===== src/rtl/core/fns_pkg.sv =====
`timescale 1ns / 1ps
// Shared defaults and controller/datapath interface types for the five-number summary block.
package fns_pkg;

	localparam int MAX_COUNT_DEF  = 1024;
	localparam int VALUE_BITS_DEF = 24;
	localparam int FRAC_BITS_DEF  = 16;

	// commands from the controller to the datapath
	typedef struct packed {
		logic load;       // input item accepted
		logic pivot;      // read the pivot entry, clear rank counters
		logic scan;       // read one compare entry
		logic rank_next;  // capture order statistics, advance pivot
		logic mul_set_a;  // start n * sum of squares
		logic mul_step;   // one shift-add step
		logic mul_set_b;  // keep first product, start sum * sum
		logic sqrt_set;   // load radicand
		logic sqrt_step;  // one root bit
		logic div_set_s;  // start root / n
		logic div_step;   // one quotient bit
		logic div_set_m;  // keep stddev, start sum / n
		logic out_load;   // keep mean, result ready
		logic clear;      // result taken, start a new set
	} dp_cmd_t;

	// status from the datapath to the controller
	typedef struct packed {
		logic j_last;
		logic i_last;
		logic iter_last;
	} dp_sts_t;

endpackage


===== src/rtl/core/fns_ctrl.sv =====
`timescale 1ns / 1ps
// Sequencing state machine: load, rank scan, arithmetic phases and result handshake.
module fns_ctrl (
	input  logic             clk,
	input  logic             arst_n,
	input  logic             in_valid,
	input  logic             is_last,
	input  logic             out_stall,
	output logic             in_stall,
	output logic             out_valid,
	output fns_pkg::dp_cmd_t cmd,
	input  fns_pkg::dp_sts_t sts
);
	import fns_pkg::*;

	typedef enum logic [10:0] {
		S_LOAD  = 11'b00000000001,
		S_PIVOT = 11'b00000000010,
		S_SCAN  = 11'b00000000100,
		S_DRAIN = 11'b00000001000,
		S_NEXT  = 11'b00000010000,
		S_MUL1  = 11'b00000100000,
		S_MUL2  = 11'b00001000000,
		S_SQRT  = 11'b00010000000,
		S_DIVS  = 11'b00100000000,
		S_DIVM  = 11'b01000000000,
		S_OUT   = 11'b10000000000
	} state_t;

	state_t state_q, state_d;

	assign in_stall  = (state_q != S_LOAD);
	assign out_valid = (state_q == S_OUT);

	// next state and commands
	always_comb begin
		state_d = state_q;
		cmd     = '0;
		case (state_q)
			S_LOAD: begin
				if (in_valid) begin
					cmd.load = 1'b1;
					if (is_last) begin
						state_d = S_PIVOT;
					end
				end
			end
			S_PIVOT: begin
				cmd.pivot = 1'b1;
				state_d   = S_SCAN;
			end
			S_SCAN: begin
				cmd.scan = 1'b1;
				if (sts.j_last) begin
					state_d = S_DRAIN;
				end
			end
			S_DRAIN: begin
				state_d = S_NEXT;
			end
			S_NEXT: begin
				cmd.rank_next = 1'b1;
				if (sts.i_last) begin
					cmd.mul_set_a = 1'b1;
					state_d       = S_MUL1;
				end else begin
					state_d = S_PIVOT;
				end
			end
			S_MUL1: begin
				cmd.mul_step = 1'b1;
				if (sts.iter_last) begin
					cmd.mul_set_b = 1'b1;
					state_d       = S_MUL2;
				end
			end
			S_MUL2: begin
				cmd.mul_step = 1'b1;
				if (sts.iter_last) begin
					cmd.sqrt_set = 1'b1;
					state_d      = S_SQRT;
				end
			end
			S_SQRT: begin
				cmd.sqrt_step = 1'b1;
				if (sts.iter_last) begin
					cmd.div_set_s = 1'b1;
					state_d       = S_DIVS;
				end
			end
			S_DIVS: begin
				cmd.div_step = 1'b1;
				if (sts.iter_last) begin
					cmd.div_set_m = 1'b1;
					state_d       = S_DIVM;
				end
			end
			S_DIVM: begin
				cmd.div_step = 1'b1;
				if (sts.iter_last) begin
					cmd.out_load = 1'b1;
					state_d      = S_OUT;
				end
			end
			S_OUT: begin
				if (!out_stall) begin
					cmd.clear = 1'b1;
					state_d   = S_LOAD;
				end
			end
			default: begin
				state_d = S_LOAD;
			end
		endcase
	end

	// state register
	always_ff @(posedge clk or negedge arst_n) begin
		if (!arst_n) begin
			state_q <= S_LOAD;
		end else begin
			state_q <= state_d;
		end
	end

endmodule


===== config.mk =====
export PLATFORM = sky130hd
export DESIGN_NAME = fns_ctrl
export DESIGN_NICKNAME = d
export VERILOG_FILES = /design/src/rtl/core/fns_pkg.sv /design/src/rtl/core/fns_ctrl.sv
export SDC_FILE = /design/constraint.sdc
export NUM_CORES = 1
export LEC_CHECK = 0
export BUFFER_PORTS_ARGS = -buffer_cell sky130_fd_sc_hd__buf_2
export CAP_MARGIN = 0
export CORE_ASPECT_RATIO = 0.8
export CORE_MARGIN = 4
export CORE_UTILIZATION = 40
export CTS_CLUSTER_SIZE = 28
export DETAILED_ROUTE_END_ITERATION = 10
export GPL_TIMING_DRIVEN = 0
export SYNTH_ARGS = -nofsm -noshare
export SYNTH_HDL_FRONTEND = slang
export SYNTH_SLANG_ARGS = --single-unit
export TNS_END_PERCENT = 1

===== constraint.sdc =====
create_clock -name clk -period 2.89 [get_ports clk]
set_clock_uncertainty 0.2 [all_clocks]
set_input_delay 0 -clock clk [delete_from_list [all_inputs] [get_ports clk]]
set_output_delay 0 -clock clk [all_outputs]
set_load 0.01 [all_outputs]

==> metrics.md <==
| Metric | Value |
|---|---|
| Outcome | finished, final reports clean |
| Port bufs | 23 |
| CP Cell Sequence | clkbuf_1, nor3_1, nand3_1, nor4b_1, nor2b_1, buf_2 |
| Int Power | 439.7 uW |
| Final wirelength | 2.425 mm |
| Critical path capture point type | output port |
| CP Class | flop to output port |
| Max clock buf depth | 2 |
| Post_cts resized | 0 |
| Setup total negative slack | 0 ns |
| Top_reg_cell synth | dfrtp_1 |
| CTS tree | built |
| Slowest cell on crit path | nor4b_1 |
| Vias in the first global route | 890 |
| Seq cells post-synth | 11 |
| Area Growth Syn to Fin | 27.22% |
| DR WL/cell | 14.18 um |
| EDFF count, synth | 0 |
| Vias/cell | 5.567 |
| GRT Max-Usage Layer | met1 |
| Pleak | between 0.5 and 0.6 nW |
| CTS clock-pin slew for the worst setup and hold paths | around 0.070 ns |
| Core area | 2177 sq um |
| TritonCTS Buffers | 3 |
| Clock power share | 14.6% |
| Max frequency | 429.7 MHz |
| Synth Net Count | 119 |
| Die area | 3160 sq um |
| Critical path data arrival time | around 2.1 ns |
| Post-route minimum period | 2.327 ns |
| M2 GR Usage | 21.95% |
| Unrepaired setup endpoints after global routing | false |
| Final period utilization | 80.52% |
| Initial core utilization | between 40% and 50% |
| Cell Rows | 15 |
| ANT cells | 0 |
| Initial DRT Pass Iterations | 4 |
| CP delay by family, top | simple AND/OR/NAND/NOR gates |
| Max_cap viols | 0 |
| H-Tree Depth | 1 |
| GRT overflow | 0 |
| Register area share after synthesis | 29.78% |
| Asr flop ratio synth | 100.0% |
| Die height | 51.09 um |
| Total I/O pin count | 24 |
| Worst Path Buf+Inv | 2 |
| M1 GR Usage | 28.53% |
| Antenna violations before repair | 0 |
| Yosys warnings | 0 |
| Layout cell share with drive strength beyond 1 | a little under a third |
| Pin count of the biggest net entering global routing | 11 |
| Fill count | approximately 220 |
| Global Route Usage Sum | 18.34% |
| Worst-margin pin slew | 0.5267 ns |
| Crit path required time | roughly 2.7 ns |
| Cell Pwr Density | 637.8 nW/um^2 |
| Post-DP HPWL | 1.724 mm |
| Yosys cell types | 41 |
| Fin. max-slew vios | 0 |
| Post-route ant nets | 0 |
| Number of flip-flops in the largest register | 11 |
| First-pass GRT wire length | 4.181 mm |
| Mapped Avg Cell Area | 8.364 sq um |
| Max FO, Critical Path | 10 |
| Post-Layout Cell Count | 171 |
| Via count | 952 |
| Worst VDD drop | 391.5 uV |
| Routability cong. | 0.8002 |
| Max incr delay on CP | 0.38 ns |
| CTS root buffer | clkbuf_4 |
| Syn Std Cell Area | 928.4 sq um |
| DR DRC count | 0 |
| Nets | 155 |
| Final worst slack | 0.5629 ns |
| Switch share | around two fifths |
| Placed insts | between 150 and 200 |
| Met3 GRT Util | under 10% |
| Switching power of the nets | about 310 uW |
| Syn Inst Count | 111 |
| Clock sink total | 11 |
| # setup viols final | 0 |
| Post-CTS Setup Bufs | 0 |
| Initial DRC count | 27 |
| Biggest regs | state_q (11) |
| Seq pwr share | 25.1% |
| Dpl ws | just under 0.7 ns |
| Clock latency on the worst-skew pair | between 0.2 and 0.3 ns |
| Gate power share | 60.3% |
| Hold Vio Cnt, Final | 0 |
| Chip width | 61.86 um |
| Largest Register | state_q |
| Max_slew headroom | 64.79% |
| Startpoint types | flop |
| Min-delay worst type | input port to asynchronous set/reset pin |
## final cells by class
type                    count  area, sq um  area share (%)
inverters                   8        30.03           2.542
repair buffers             31        195.2           16.53
flip-flops and latches     11        276.5           23.41
plain buffers              10        65.06           5.508
well taps                  25        31.28           2.648
clock buffers               4        26.28           2.225
multi-input cells          82        556.8           47.14
## stage by stage
step,power (mW),hold WS (ns),area (sq um),utilization [%]
finish,0.7533,0.00001177,1181,54.25
global route,0.8256,0.01834,1181,54.25
CTS,0.7550,0.006840,1181,54.25
detailed placement,0.6343,-0.3048,1075,49.37
global placement,0.6333,-0.3082,1075,49.37
floorplan,0.5361,-0.4956,928.4,-
## worst register-to-register path: cells and delay by family, from the launching register on
kind,cells,cell delay [ns]
buffers and inverters,1,0.21
muxes,1,0.31
AOI/OAI and AO/OA,1,0.18
DFF,1,0.36
and+or+nand+nor,3,0.91
## power by group through the flow
stage                     Combinational (mW)  Clock [mW]  Sequential [mW]
after floorplan                        0.345           0            0.191
after global placement                 0.442           0            0.192
after detailed placement               0.442           0            0.193
after CTS                              0.450       0.116            0.190
after global routing                   0.509       0.124            0.192
final                                  0.454       0.110            0.189
## path summary, 6_finish.rpt
kind                            start    endpoint  slack (ns)  cells past startpoint
setup / recovery           state_q[4]      cmd[0]        0.56                      6
hold / removal                 arst_n  state_q[0]     0.00001                      2
setup reg to reg           state_q[4]  state_q[0]        0.66                      6
hold reg to reg            state_q[7]  state_q[5]        0.44                      2
max in group asynchronous      arst_n  state_q[8]        1.57                      3
min in group clk             in_valid     cmd[13]        0.13                      3
## cell families (layout without fill, tap and decap cells)
logic type | Yosys count | in the layout | synth area share [%]
buf+inv | 18 | 53 | 10.24
simple gates | 57 | 57 | 38.55
xor+xnor | 3 | 3 | 2.831
compound gates | 21 | 21 | 16.98
flops | 11 | 11 | 29.78
mux | 1 | 1 | 1.617
## cells in the final DEF, fill, tap and decap left out, types with 2 or more instances in the layout
| master | count |
|---|---|
| nand2b_1 | 2 |
| buf_2 | 27 |
| nor4_1 | 6 |
| and3_1 | 3 |
| or4_4 | 2 |
| nor3_1 | 8 |
| dfrtp_1 | 10 |
| dlygate4sd3_1 | 8 |
| nand2_1 | 11 |
| clkbuf_4 | 3 |
| o31ai_1 | 2 |
| and2_1 | 2 |
| nor4_2 | 3 |
| o21bai_1 | 3 |
| or3_1 | 2 |
| a31oi_1 | 2 |
| inv_1 | 8 |
| a21o_1 | 2 |
| xnor2_1 | 2 |
| nor2_1 | 7 |
| clkbuf_1 | 4 |
| and4_1 | 3 |
| buf_6 | 3 |
| a21oi_1 | 4 |
## Yosys cell counts (2+ instances only)
master / instances / share of area, %
a31oi_1: 2 / 1.3
nor4_1: 6 / 4.0
or4_4: 2 / 2.4
or3_1: 2 / 1.3
buf_2: 4 / 2.2
o31ai_1: 2 / 1.6
and3_1: 3 / 2.0
nor2_1: 7 / 2.8
nor4_2: 3 / 4.0
nand2b_1: 2 / 1.3
and4_1: 3 / 2.8
nor3_1: 8 / 4.3
inv_1: 8 / 3.2
clkbuf_1: 3 / 1.2
xnor2_1: 2 / 1.9
and2_1: 2 / 1.3
o21bai_1: 3 / 2.4
nand2_1: 11 / 4.4
dfrtp_1: 10 / 27
buf_6: 3 / 3.6
a21oi_1: 4 / 2.2
a21o_1: 2 / 1.6
## per-layer routing
layer	vias up	routed length [um]
met5	-	0
met2	27	985
met1	444	1258
met3	4	106
li1	477	-
met4	0	74
## timing repair
item | 4_1_cts | 5_1_grt
hold buffers | 8 | 0
setup endpoints to repair | 0 | 0
endpoints found under the hold margin | 17 | 0
No activity file was read; power rests on OpenSTA's default activity.
